## src/rtl/fswe_pkg.sv

```systemverilog
`default_nettype none
package fswe_pkg;

    localparam int ADDR_W     = 32;
    localparam int COUNT_W    = 19;
    localparam int PAGES_W    = 6;
    localparam int WORD_BYTES = 16;
    localparam int WORD_W     = WORD_BYTES * 8;
    localparam int PAGE_SHIFT = 13;
    localparam int MAX_PAGES  = 60;
    localparam int BUDGET_W   = $clog2(MAX_PAGES + 1);

    localparam logic [ADDR_W-1:0] PAGE_BYTES = ADDR_W'(1) << PAGE_SHIFT;
    localparam logic [ADDR_W-1:0] PAGE_MASK  = ~(PAGE_BYTES - ADDR_W'(1));
    localparam logic [ADDR_W-1:0] WORD_STEP  = ADDR_W'(WORD_BYTES);

    localparam logic [ADDR_W-1:0]  BASE_RESET    = 32'h0810_0000;
    localparam logic [PAGES_W-1:0] PAGES_RESET   = PAGES_W'(MAX_PAGES);
    localparam logic [7:0]         TRIGGER_RESET = 8'h70;
    localparam logic [7:0]         ERASED_BYTE   = 8'hFF;

    localparam logic [1:0] CFG_PARTITION_BASE  = 2'd0;
    localparam logic [1:0] CFG_PARTITION_PAGES = 2'd1;
    localparam logic [1:0] CFG_TRIGGER_VALUE   = 2'd2;

    localparam logic [1:0] KIND_OPEN   = 2'd0;
    localparam logic [1:0] KIND_DATA   = 2'd1;
    localparam logic [1:0] KIND_FINISH = 2'd2;

    localparam logic [1:0] CMD_ERASE   = 2'd0;
    localparam logic [1:0] CMD_PROGRAM = 2'd1;
    localparam logic [1:0] CMD_STATUS  = 2'd2;

    localparam logic [1:0] ST_OK       = 2'd0;
    localparam logic [1:0] ST_OVERSIZE = 2'd1;
    localparam logic [1:0] ST_MISMATCH = 2'd2;

    typedef struct packed {
        logic [1:0]  kind;
        logic [7:0]  data_byte;
        logic        chunk_start;
        logic [15:0] chunk_len;
        logic [31:0] announced_size;
    } t_item;

    typedef struct packed {
        logic [1:0]  command;
        logic [31:0] flash_address;
        logic [63:0] word_low;
        logic [63:0] word_high;
        logic [1:0]  status;
        logic [18:0] byte_count;
        logic        last;
    } t_result;

    typedef struct packed {
        logic [ADDR_W-1:0]  base;
        logic [PAGES_W-1:0] pages;
        logic [7:0]         trigger;
    } t_cfg;

    typedef enum logic [1:0] {
        OP_OPEN,
        OP_ERR,
        OP_WORD,
        OP_FINISH
    } t_op_kind;

    typedef struct packed {
        t_op_kind           kind;
        logic [WORD_W-1:0]  word;
        logic               has_word;
        logic               mismatch;
        logic [COUNT_W-1:0] byte_count;
    } t_op;

    typedef enum logic [2:0] {
        BK_IDLE,
        BK_ERASE_WORD,
        BK_PROGRAM,
        BK_FINISH,
        BK_ERASE_TAIL,
        BK_TRIGGER,
        BK_STATUS
    } t_back_state;

    function automatic logic [PAGES_W-1:0] eff_pages(input logic [PAGES_W-1:0] pages);
        logic [PAGES_W-1:0] res;
        res = (pages > PAGES_W'(MAX_PAGES)) ? PAGES_W'(MAX_PAGES) : pages;
        return res;
    endfunction

endpackage
`default_nettype wire

```

## src/rtl/fswe_front.sv

```systemverilog
`default_nettype none
module fswe_front (
    input  wire logic                   i_clk,
    input  wire logic                   i_rst_n,
    input  wire logic                   i_push,
    input  wire logic                   i_full,
    input  wire fswe_pkg::t_item        i_item,
    input  wire fswe_pkg::t_cfg         i_cfg,
    output logic                        o_op_push,
    output fswe_pkg::t_op               o_op
);

    localparam int CW = fswe_pkg::COUNT_W;

    logic [CW-1:0] r_count, n_count;
    logic [3:0]    r_fill, n_fill;
    logic          r_drop, n_drop;
    logic [7:0]    r_buf [16];

    logic              w_accept;
    logic              w_take;
    logic [CW-1:0]     w_limit;
    logic [CW:0]       w_sum;
    logic              w_over;
    logic              w_drop;
    logic [fswe_pkg::WORD_W-1:0] w_word_new;
    logic [fswe_pkg::WORD_W-1:0] w_word_pad;

    assign w_accept = i_push && !i_full;
    assign w_limit  = CW'(fswe_pkg::eff_pages(i_cfg.pages)) << fswe_pkg::PAGE_SHIFT;
    assign w_sum    = {1'b0, r_count} + (CW + 1)'(i_item.chunk_len);
    assign w_over   = w_sum > {1'b0, w_limit};
    assign w_drop   = i_item.chunk_start ? w_over : r_drop;
    assign w_take   = !w_drop && (r_count < w_limit);

    always_comb begin
        for (int i = 0; i < 16; i++) begin
            if (4'(i) < r_fill) begin
                w_word_new[i*8 +: 8] = r_buf[i];
                w_word_pad[i*8 +: 8] = r_buf[i];
            end else if (4'(i) == r_fill) begin
                w_word_new[i*8 +: 8] = i_item.data_byte;
                w_word_pad[i*8 +: 8] = fswe_pkg::ERASED_BYTE;
            end else begin
                w_word_new[i*8 +: 8] = fswe_pkg::ERASED_BYTE;
                w_word_pad[i*8 +: 8] = fswe_pkg::ERASED_BYTE;
            end
        end
    end

    always_comb begin
        n_count         = r_count;
        n_fill          = r_fill;
        n_drop          = r_drop;
        o_op_push       = 1'b0;
        o_op.kind       = fswe_pkg::OP_OPEN;
        o_op.word       = w_word_new;
        o_op.has_word   = 1'b0;
        o_op.mismatch   = 1'b0;
        o_op.byte_count = r_count;
        if (w_accept) begin
            case (i_item.kind)
                fswe_pkg::KIND_OPEN: begin
                    n_count   = '0;
                    n_fill    = '0;
                    n_drop    = 1'b0;
                    o_op_push = 1'b1;
                end
                fswe_pkg::KIND_DATA: begin
                    n_drop = w_drop;
                    if (i_item.chunk_start && w_over) begin
                        o_op_push = 1'b1;
                        o_op.kind = fswe_pkg::OP_ERR;
                    end
                    if (w_take) begin
                        n_count = r_count + CW'(1);
                        n_fill  = r_fill + 4'd1;
                        if (r_fill == 4'd15) begin
                            o_op_push       = 1'b1;
                            o_op.kind       = fswe_pkg::OP_WORD;
                            o_op.byte_count = n_count;
                        end
                    end
                end
                fswe_pkg::KIND_FINISH: begin
                    o_op_push     = 1'b1;
                    o_op.kind     = fswe_pkg::OP_FINISH;
                    o_op.word     = w_word_pad;
                    o_op.has_word = r_fill != 4'd0;
                    o_op.mismatch = (i_item.announced_size != 32'd0)
                                    && (i_item.announced_size != 32'(r_count));
                    n_fill        = '0;
                end
                default: begin
                end
            endcase
        end
    end

    always_ff @(posedge i_clk) begin
        if (!i_rst_n) begin
            r_count <= '0;
            r_fill  <= '0;
            r_drop  <= 1'b0;
        end else begin
            r_count <= n_count;
            r_fill  <= n_fill;
            r_drop  <= n_drop;
        end
    end

    always_ff @(posedge i_clk) begin
        if (w_accept && (i_item.kind == fswe_pkg::KIND_DATA) && w_take) begin
            r_buf[r_fill] <= i_item.data_byte;
        end
    end

endmodule
`default_nettype wire

```

## src/rtl/fswe_queue.sv

```systemverilog
`default_nettype none
module fswe_queue #(
    parameter int DEPTH = 4
) (
    input  wire logic          i_clk,
    input  wire logic          i_rst_n,
    input  wire logic          i_push,
    input  wire fswe_pkg::t_op i_data,
    output logic               o_full,
    input  wire logic          i_pop,
    output logic               o_empty,
    output fswe_pkg::t_op      o_data
);

    localparam int PW = (DEPTH > 1) ? $clog2(DEPTH) : 1;
    localparam int NW = $clog2(DEPTH + 1);

    fswe_pkg::t_op   r_mem [DEPTH];
    logic [PW-1:0]   r_wr, n_wr;
    logic [PW-1:0]   r_rd, n_rd;
    logic [NW-1:0]   r_cnt, n_cnt;
    logic            w_push;
    logic            w_pop;

    assign o_full  = r_cnt == NW'(DEPTH);
    assign o_empty = r_cnt == '0;
    assign o_data  = r_mem[r_rd];
    assign w_push  = i_push && !o_full;
    assign w_pop   = i_pop && !o_empty;

    always_comb begin
        n_wr  = r_wr;
        n_rd  = r_rd;
        n_cnt = r_cnt;
        if (w_push) begin
            n_wr = (r_wr == PW'(DEPTH - 1)) ? '0 : r_wr + PW'(1);
        end
        if (w_pop) begin
            n_rd = (r_rd == PW'(DEPTH - 1)) ? '0 : r_rd + PW'(1);
        end
        case ({w_push, w_pop})
            2'b10:   n_cnt = r_cnt + NW'(1);
            2'b01:   n_cnt = r_cnt - NW'(1);
            default: n_cnt = r_cnt;
        endcase
    end

    always_ff @(posedge i_clk) begin
        if (!i_rst_n) begin
            r_wr  <= '0;
            r_rd  <= '0;
            r_cnt <= '0;
        end else begin
            r_wr  <= n_wr;
            r_rd  <= n_rd;
            r_cnt <= n_cnt;
        end
    end

    always_ff @(posedge i_clk) begin
        if (w_push) begin
            r_mem[r_wr] <= i_data;
        end
    end

endmodule
`default_nettype wire

```

## src/rtl/fswe_back.sv

```systemverilog
`default_nettype none
module fswe_back (
    input  wire logic              i_clk,
    input  wire logic              i_rst_n,
    input  wire fswe_pkg::t_cfg    i_cfg,
    input  wire logic              i_q_empty,
    input  wire fswe_pkg::t_op     i_q_data,
    output logic                   o_q_pop,
    output logic                   o_empty,
    input  wire logic              i_pop,
    output fswe_pkg::t_result      o_result
);

    localparam int AW = fswe_pkg::ADDR_W;

    fswe_pkg::t_back_state r_state, n_state;
    fswe_pkg::t_op         r_op, n_op;
    fswe_pkg::t_result     r_out, n_out;
    logic                  r_out_valid, n_out_valid;
    logic [AW-1:0]         r_erased, n_erased;
    logic [AW-1:0]         r_waddr, n_waddr;
    logic [AW-1:0]         r_trailer, n_trailer;
    logic [fswe_pkg::BUDGET_W-1:0] r_budget, n_budget;

    logic                  w_free;
    logic [AW-1:0]         w_end;
    logic                  w_need_erase;
    logic [AW-1:0]         w_size;
    logic [fswe_pkg::WORD_W-1:0] w_trig_word;

    assign o_empty  = !r_out_valid;
    assign o_result = r_out;
    assign w_free   = !r_out_valid || i_pop;
    assign w_size   = AW'(fswe_pkg::eff_pages(i_cfg.pages)) << fswe_pkg::PAGE_SHIFT;
    assign w_end    = (r_state == fswe_pkg::BK_ERASE_WORD)
                      ? r_waddr + fswe_pkg::WORD_STEP
                      : (r_trailer & fswe_pkg::PAGE_MASK) + fswe_pkg::PAGE_BYTES;
    assign w_need_erase = (r_erased < w_end) && (r_budget != '0);

    always_comb begin
        for (int i = 0; i < fswe_pkg::WORD_BYTES; i++) begin
            w_trig_word[i*8 +: 8] = (r_trailer[3:0] == 4'(i))
                                    ? i_cfg.trigger : fswe_pkg::ERASED_BYTE;
        end
    end

    always_comb begin
        n_state     = r_state;
        n_op        = r_op;
        n_out       = r_out;
        n_out_valid = r_out_valid && !i_pop;
        n_erased    = r_erased;
        n_waddr     = r_waddr;
        n_trailer   = r_trailer;
        n_budget    = r_budget;
        o_q_pop     = 1'b0;

        n_out.command       = fswe_pkg::CMD_ERASE;
        n_out.flash_address = r_erased;
        n_out.word_low      = '0;
        n_out.word_high     = '0;
        n_out.status        = fswe_pkg::ST_OK;
        n_out.byte_count    = r_op.byte_count;
        n_out.last          = 1'b0;
        if (!w_free) begin
            n_out = r_out;
        end

        case (r_state)
            fswe_pkg::BK_IDLE: begin
                if (!i_q_empty) begin
                    o_q_pop  = 1'b1;
                    n_op     = i_q_data;
                    n_budget = fswe_pkg::BUDGET_W'(fswe_pkg::MAX_PAGES);
                    case (i_q_data.kind)
                        fswe_pkg::OP_OPEN: begin
                            n_erased = i_cfg.base;
                            n_waddr  = i_cfg.base;
                        end
                        fswe_pkg::OP_ERR:  n_state = fswe_pkg::BK_STATUS;
                        fswe_pkg::OP_WORD: n_state = fswe_pkg::BK_ERASE_WORD;
                        fswe_pkg::OP_FINISH: begin
                            n_state = i_q_data.has_word ? fswe_pkg::BK_ERASE_WORD
                                                        : fswe_pkg::BK_FINISH;
                        end
                        default: n_state = fswe_pkg::BK_IDLE;
                    endcase
                end
            end
            fswe_pkg::BK_ERASE_WORD, fswe_pkg::BK_ERASE_TAIL: begin
                if (w_need_erase) begin
                    if (w_free) begin
                        n_out_valid = 1'b1;
                        n_erased    = r_erased + fswe_pkg::PAGE_BYTES;
                        n_budget    = r_budget - fswe_pkg::BUDGET_W'(1);
                    end
                end else begin
                    n_state = (r_state == fswe_pkg::BK_ERASE_WORD)
                              ? fswe_pkg::BK_PROGRAM : fswe_pkg::BK_TRIGGER;
                end
            end
            fswe_pkg::BK_PROGRAM: begin
                if (w_free) begin
                    n_out_valid         = 1'b1;
                    n_out.command       = fswe_pkg::CMD_PROGRAM;
                    n_out.flash_address = r_waddr;
                    n_out.word_low      = r_op.word[63:0];
                    n_out.word_high     = r_op.word[127:64];
                    n_out.last          = r_op.kind == fswe_pkg::OP_WORD;
                    n_waddr             = r_waddr + fswe_pkg::WORD_STEP;
                    n_state = (r_op.kind == fswe_pkg::OP_WORD)
                              ? fswe_pkg::BK_IDLE : fswe_pkg::BK_FINISH;
                end
            end
            fswe_pkg::BK_FINISH: begin
                if (r_op.mismatch) begin
                    n_state = fswe_pkg::BK_STATUS;
                end else begin
                    n_trailer = i_cfg.base + w_size - AW'(1);
                    n_state   = fswe_pkg::BK_ERASE_TAIL;
                end
            end
            fswe_pkg::BK_TRIGGER: begin
                if (w_free) begin
                    n_out_valid         = 1'b1;
                    n_out.command       = fswe_pkg::CMD_PROGRAM;
                    n_out.flash_address = {r_trailer[AW-1:4], 4'd0};
                    n_out.word_low      = w_trig_word[63:0];
                    n_out.word_high     = w_trig_word[127:64];
                    n_out.last          = 1'b1;
                    n_state             = fswe_pkg::BK_IDLE;
                end
            end
            fswe_pkg::BK_STATUS: begin
                if (w_free) begin
                    n_out_valid         = 1'b1;
                    n_out.command       = fswe_pkg::CMD_STATUS;
                    n_out.flash_address = '0;
                    n_out.status        = (r_op.kind == fswe_pkg::OP_ERR)
                                          ? fswe_pkg::ST_OVERSIZE : fswe_pkg::ST_MISMATCH;
                    n_out.last          = 1'b1;
                    n_state             = fswe_pkg::BK_IDLE;
                end
            end
            default: n_state = fswe_pkg::BK_IDLE;
        endcase
    end

    always_ff @(posedge i_clk) begin
        if (!i_rst_n) begin
            r_state     <= fswe_pkg::BK_IDLE;
            r_out_valid <= 1'b0;
            r_erased    <= fswe_pkg::BASE_RESET;
            r_waddr     <= fswe_pkg::BASE_RESET;
            r_budget    <= '0;
        end else begin
            r_state     <= n_state;
            r_out_valid <= n_out_valid;
            r_erased    <= n_erased;
            r_waddr     <= n_waddr;
            r_budget    <= n_budget;
        end
    end

    always_ff @(posedge i_clk) begin
        r_op      <= n_op;
        r_out     <= n_out;
        r_trailer <= n_trailer;
    end

endmodule
`default_nettype wire

```

## src/rtl/flash_stage_writer_erase_on_demand.sv

```systemverilog
// Stages a byte stream into a flash partition as 16-byte quad-word programs,
// erasing each page on demand just before the first program that reaches it.
// Items go in through a queue-style push/full port and results come out
// through an empty/pop port, one result per flash command or status report.
// The front end takes one item per cycle as long as the op queue between
// front and back has room; only open, chunk errors, completed quad-words and
// finish put an op in that queue. The back end pops an op only while idle and
// finishes it before the next: a quad-word gets an erase for each page it
// reaches first, then its program; a finish may erase the rest of the
// partition and program the trigger byte. One op erases at most 60 pages.
// The user must write partition base, page count and trigger byte through
// the configuration port only while the block is idle; the block does not
// enforce it. A page count above 60 acts as 60 and 0 makes every byte drop.
`default_nettype none
module flash_stage_writer_erase_on_demand #(
    parameter int QUEUE_DEPTH = 4
) (
    input  wire logic               i_clk,
    input  wire logic               i_rst_n,
    input  wire logic               push,
    output logic                    full,
    input  wire fswe_pkg::t_item    i_item,
    output logic                    empty,
    input  wire logic               pop,
    output fswe_pkg::t_result       o_result,
    input  wire logic               i_cfg_we,
    input  wire logic [1:0]         i_cfg_index,
    input  wire logic [31:0]        i_cfg_data
);

    fswe_pkg::t_cfg r_cfg;
    fswe_pkg::t_op  w_op_in;
    fswe_pkg::t_op  w_op_out;
    logic           w_op_push;
    logic           w_q_empty;
    logic           w_q_pop;

    always_ff @(posedge i_clk) begin
        if (!i_rst_n) begin
            r_cfg.base    <= fswe_pkg::BASE_RESET;
            r_cfg.pages   <= fswe_pkg::PAGES_RESET;
            r_cfg.trigger <= fswe_pkg::TRIGGER_RESET;
        end else if (i_cfg_we) begin
            case (i_cfg_index)
                fswe_pkg::CFG_PARTITION_BASE:  r_cfg.base    <= i_cfg_data;
                fswe_pkg::CFG_PARTITION_PAGES: r_cfg.pages   <= i_cfg_data[fswe_pkg::PAGES_W-1:0];
                fswe_pkg::CFG_TRIGGER_VALUE:   r_cfg.trigger <= i_cfg_data[7:0];
                default: begin
                end
            endcase
        end
    end

    fswe_front u_front (
        .i_clk     (i_clk),
        .i_rst_n   (i_rst_n),
        .i_push    (push),
        .i_full    (full),
        .i_item    (i_item),
        .i_cfg     (r_cfg),
        .o_op_push (w_op_push),
        .o_op      (w_op_in)
    );

    fswe_queue #(
        .DEPTH (QUEUE_DEPTH)
    ) u_queue (
        .i_clk   (i_clk),
        .i_rst_n (i_rst_n),
        .i_push  (w_op_push),
        .i_data  (w_op_in),
        .o_full  (full),
        .i_pop   (w_q_pop),
        .o_empty (w_q_empty),
        .o_data  (w_op_out)
    );

    fswe_back u_back (
        .i_clk     (i_clk),
        .i_rst_n   (i_rst_n),
        .i_cfg     (r_cfg),
        .i_q_empty (w_q_empty),
        .i_q_data  (w_op_out),
        .o_q_pop   (w_q_pop),
        .o_empty   (empty),
        .i_pop     (pop),
        .o_result  (o_result)
    );

endmodule
`default_nettype wire

```

## config.mk

```make
export PLATFORM = sky130hd
export DESIGN_NAME = flash_stage_writer_erase_on_demand
export DESIGN_NICKNAME = d
export VERILOG_FILES = /design/src/rtl/fswe_pkg.sv /design/src/rtl/fswe_front.sv /design/src/rtl/fswe_queue.sv /design/src/rtl/fswe_back.sv /design/src/rtl/flash_stage_writer_erase_on_demand.sv
export SDC_FILE = /design/constraint.sdc
export NUM_CORES = 2
export LEC_CHECK = 0
export ABC_AREA = 1
export BUFFER_PORTS_ARGS = -buffer_cell sky130_fd_sc_hd__clkbuf_2
export CORE_ASPECT_RATIO = 0.5
export CORE_UTILIZATION = 30
export CTS_BUF_LIST = sky130_fd_sc_hd__clkbuf_2
export CTS_CLUSTER_DIAMETER = 30
export DETAILED_ROUTE_END_ITERATION = 10
export PLACE_DENSITY_LB_ADDON = 0.3
export SLEW_MARGIN = 10
export SYNTH_ARGS = -nofsm -noshare
export SYNTH_HDL_FRONTEND = slang
export SYNTH_SLANG_ARGS = --single-unit
```

## constraint.sdc

```tcl
create_clock -name i_clk -period 17.3 [get_ports i_clk]
set_clock_uncertainty 0.2 [all_clocks]
set_input_delay 5.19 -clock i_clk [delete_from_list [all_inputs] [get_ports i_clk]]
set_output_delay 5.19 -clock i_clk [all_outputs]
set_load 0.03 [all_outputs]
```

==> reports/summary.md <==
## Finish
• 927 x sky130_fd_sc_hd__edfxtp_1, 755 x sky130_fd_sc_hd__clkbuf_2, 732 x sky130_fd_sc_hd__nand2_1 — most frequent cells in the layout
• 12.34% — area grow syn2layout
• 17910 — Filler Cell Count
• 34170 sq um — FF+latch area
• 0.1544 — ratio of cells with drive above 1 in the final layout
• 16580 sq um — multi-input combinational cell area
• 0.3421 — final cell utilization of the core
• 5712 — Final #Nets
• 59770 sq um — total non-filler cell area in the finished layout
• sky130_fd_sc_hd__edfxtp_1 — commonest non-fill, non-tap cell in the layout
• 8085 — fin cells

## Placement
• 57060 sq um — instance area after placement
• 7536 — total placed cells including tap cells
• 0.8808 — placer's final routability congestion estimate
• 283 — port bufs
• 105800 um — half-perimeter wire length after placement

## Logic synthesis
• sky130_fd_sc_hd__edfxtp_1 52%, sky130_fd_sc_hd__dfxtp_1 12%, sky130_fd_sc_hd__o21ai_0 5.4% — top cells by area, synth
• 0.5232 — area fraction of the dominant cell type after synthesis
• 0 — asr flop ratio synth
• 64 — number of library cell types mapped by synthesis
• sky130_fd_sc_hd__edfxtp_1 — leading register cell type out of synthesis
• 927 — count of flip-flops with a built-in enable after synthesis
• 1243 — number of synthesized register bits
• 0 — count of synthesis-stage warnings from yosys
• sky130_fd_sc_hd__edfxtp_1 — cell taking the most area after synthesis
• 10.44 sq um — average size of a mapped cell
• 5097 — cells after synthesis
• 0.6421 — portion of the post-synthesis area used by sequential elements
• 5315 — Post-Synthesis Net Count
• 53200 sq um — Netlist Area Pre-Place

## Global route
• 0.1810 — combined global-route utilization of all metal layers
• 199 — maximum number of pins on one net before global-route repair
• 38200 — via count of the first global-routing pass
• 0 — GRT overflow
• 12 — antenna violations before repair
• 244800 um — first-pass GRT wire length

## Setup path
• i_item[32] — Worst setup startpoint
• 128 — highest net fanout along the worst path
• 18.28 ns — Req. time, crit path
• flip-flop — capturing element type of the critical path
• in -> reg — type of the setup path with the least slack
• 0.75 ns — stage delay of the slowest cell on the critical path
• u_queue.r_mem[1][85]$_DFFE_PP_ — reg-to-reg critical path endpoint
• u_queue.r_mem[1][85]$_DFFE_PP_ — endpoint of the most critical setup path
• 10.22 ns — worst endpoint data arrival time
• sky130_fd_sc_hd__nor2_4 — slowest cell on the critical path
• primary input — Startpoint Class
• u_front.r_count[0]$_SDFFE_PN0P_ — startpoint of the worst register-to-register path
• sky130_fd_sc_hd__nand3_1 — CP most frequent cell
• 30 — depth of the worst register-to-register path
• 11.04 ns — worst-case register-to-register setup slack

## Drt
• 71650 um — Post-Route M1 WL
• 166600 um — total wire length
• 3420 — initial DRC count
• 0 — remaining antenna violation count
• 6 — first-pass iteration count of the detailed router
• 9471 um — metal3 WL
• 80290 um — wire length on met2
• 20.61 um — per-cell routed wire length
• 39890 — vias after detailed routing
• 0 — number of DRC violations after detailed routing
• 4.934 — drt via density
• met4 — highest routed layer

## Floorplan
• 174700 sq um — Core Region
• 284 — top-level I/O count
• 179100 sq um — area of the die
• 299.8 um — Vert. Die Dim
• 108 — row cnt
• 0.3045 — Starting Density
• 597.6 um — die boundary width

## Clocking
• 0 — Post-CTS Resized
• 0 — number of hold buffers added after cts
• sky130_fd_sc_hd__clkbuf_2 — clk root buf
• 5 — number of H-tree branching levels
• 4 — Bufs on Longest Clock Path
• 0.10 ns — clock input transition at the sequential cells of the worst setup and hold paths
• yes — TritonCTS clock tree
• 321 — Inserted Clock Buffers
• 1243 — TritonCTS Sinks
• 1.65 ns — insertion delay of the later-clocked pin in the worst-skew pair
• 0 — buffers inserted by post-CTS timing repair

## Timing
• 0 — hold violation total from the final report
• 0 — final number of max-transition violations
• 0 ns — setup TNS after final layout
• 1.159 ns — transition time at the pin with the least slew margin
• 0.2274 — tightest slew margin relative to the limit
• 9.233 ns — clock period minus worst slack
• 108.3 MHz — highest attainable clock frequency
• false — unrepaired setup endpoints after global routing
• 0.5337 — post-route clock period utilization
• 0 — number of failing setup endpoints in the final timing report

## Power
• 0.4088 — switching part of the total power
• 149.9 nW/um^2 — power density of the placed cells
• 8.957 mW — Power Total
• 3.662 mW — switching pwr
• 0.460 — sequential share of power
• 0.217 — Clock Power Share
• 0.1496 mV — maximum VDD drop
• 21.87 nW — leakage component of the power
• 0.323 — fraction of power consumed by combinational cells
• 5.296 mW — total internal power

## Flow run
• 0 — count of maximum capacitance violations

## Min path
• reg -> reg — worst min path class

## Run status
• complete, no violations — result of the run

[flip-flops by register name, indices dropped and copies added (netlist names), named ones only]
name,flops
u_front.r_buf,120
u_queue.r_cnt,3
r_cfg,46
u_back.r_trailer,32
u_back.r_waddr,32
u_back.r_out_valid,1
u_front.r_count,19
u_queue.r_mem,604
u_queue.r_rd,2
u_front.r_drop,1
u_front.r_fill,4
u_queue.r_wr,2
u_back.r_budget,6
u_back.r_erased,32
u_back.r_state,3
u_back.o_result,182
u_back.r_op,150
[critical path: cells and delay by family]
kind | cells | cell delay [ns]
and+or+nand+nor | 23 | 2.74
AOI/OAI and AO/OA | 1 | 0.09
xor gates and xnor gates | 1 | 0.16
adders and majority gates | 3 | 1.09
buffers and inverters | 3 | 0.84
[power groups by stage]
stage,sequential (mW),combinational [mW],clock [mW]
global placement,4.19,2.89,0
detailed placement,4.19,2.90,0
finish,4.12,2.89,1.95
global route,4.16,3.16,2.16
CTS,4.12,2.91,2.00
floorplan,4.48,1.55,0
[logic make-up (layout without fill, tap and decap cells)]
kind of cell               after synthesis  in the layout  share of synthesized area
adders and majority gates              120            120                    0.02864
buffers and inverters                  654           1264                    0.04732
xor gates and xnor gates               105            105                    0.01729
muxes                                    2              2                  0.0003763
and+or+nand+nor                       1680           1680                     0.1292
other                                    0             13                          0
AOI/OAI and AO/OA                     1293           1293                     0.1351
DFF                                   1243           1243                     0.6421
[cell type report]
class	instances	share of cell area
multi-input combinational	3200	0.2774
sequential	1243	0.5717
tap	2365	0.04951
antenna	13	0.0005443
timing repair buffer	327	0.03052
clock buffer	473	0.03961
clock inverter	63	0.005087
inverter	401	0.02556
[routing by layer]
layer / track usage / vias up
li1: - / 18940
met1: 0.2342 / 19390
met2: 0.3021 / 1275
met3: 0.02926 / 287
met4: 0.07436 / 0
met5: 0 / -
[through the flow]
step                      hold slack (ns)  setup slack (ns)
after floorplan                    0.2003             2.333
after global placement             0.2029             6.492
after detailed placement           0.2061             6.495
after CTS                          0.1754             8.265
after global routing               0.1632             7.924
final                              0.1582             8.067
[worst min path at each step]
stage,end,from,slack (ns),depth (start not counted)
4_1_cts,u_back.o_result[4]$_DFFE_PN_,u_back.r_op[3]$_DFFE_PP_,0.18,0
6_report,u_back.o_result[4]$_DFFE_PN_,u_back.r_op[3]$_DFFE_PP_,0.16,0
5_1_grt,u_back.o_result[6]$_DFFE_PN_,u_back.r_op[5]$_DFFE_PP_,0.16,0
3_5_place_dp,u_back.o_result[11]$_DFFE_PN_,u_back.r_op[10]$_DFFE_PP_,0.21,0
3_3_place_gp,u_back.o_result[11]$_DFFE_PN_,u_back.r_op[10]$_DFFE_PP_,0.20,0
2_1_floorplan,u_back.o_result[10]$_DFFE_PN_,u_back.r_op[9]$_DFFE_PP_,0.20,0
[synth_stat cells, types with 4 or more instances]
cell	count
sky130_fd_sc_hd__edfxtp_1	927
sky130_fd_sc_hd__nand2_1	732
sky130_fd_sc_hd__nor2_1	702
sky130_fd_sc_hd__o21ai_0	572
sky130_fd_sc_hd__inv_1	388
sky130_fd_sc_hd__dfxtp_1	316
sky130_fd_sc_hd__a21oi_1	246
sky130_fd_sc_hd__clkbuf_1	234
sky130_fd_sc_hd__o22ai_1	224
sky130_fd_sc_hd__a31oi_1	147
sky130_fd_sc_hd__ha_1	117
sky130_fd_sc_hd__nand3_1	107
sky130_fd_sc_hd__xor2_1	93
sky130_fd_sc_hd__nor3_1	46
sky130_fd_sc_hd__o211ai_1	33
sky130_fd_sc_hd__nand4_1	31
sky130_fd_sc_hd__nor4_1	20
sky130_fd_sc_hd__o21ai_1	18
sky130_fd_sc_hd__xnor2_1	12
sky130_fd_sc_hd__inv_2	10
sky130_fd_sc_hd__a211oi_1	8
sky130_fd_sc_hd__a221oi_1	7
sky130_fd_sc_hd__buf_2	7
sky130_fd_sc_hd__nand2_2	7
sky130_fd_sc_hd__buf_6	6
sky130_fd_sc_hd__nand3_2	6
sky130_fd_sc_hd__nor3_2	6
sky130_fd_sc_hd__o31ai_1	5
sky130_fd_sc_hd__a21boi_1	4
sky130_fd_sc_hd__o21bai_1	4
sky130_fd_sc_hd__or2_2	4
No activity file was read; power rests on OpenSTA's default activity.
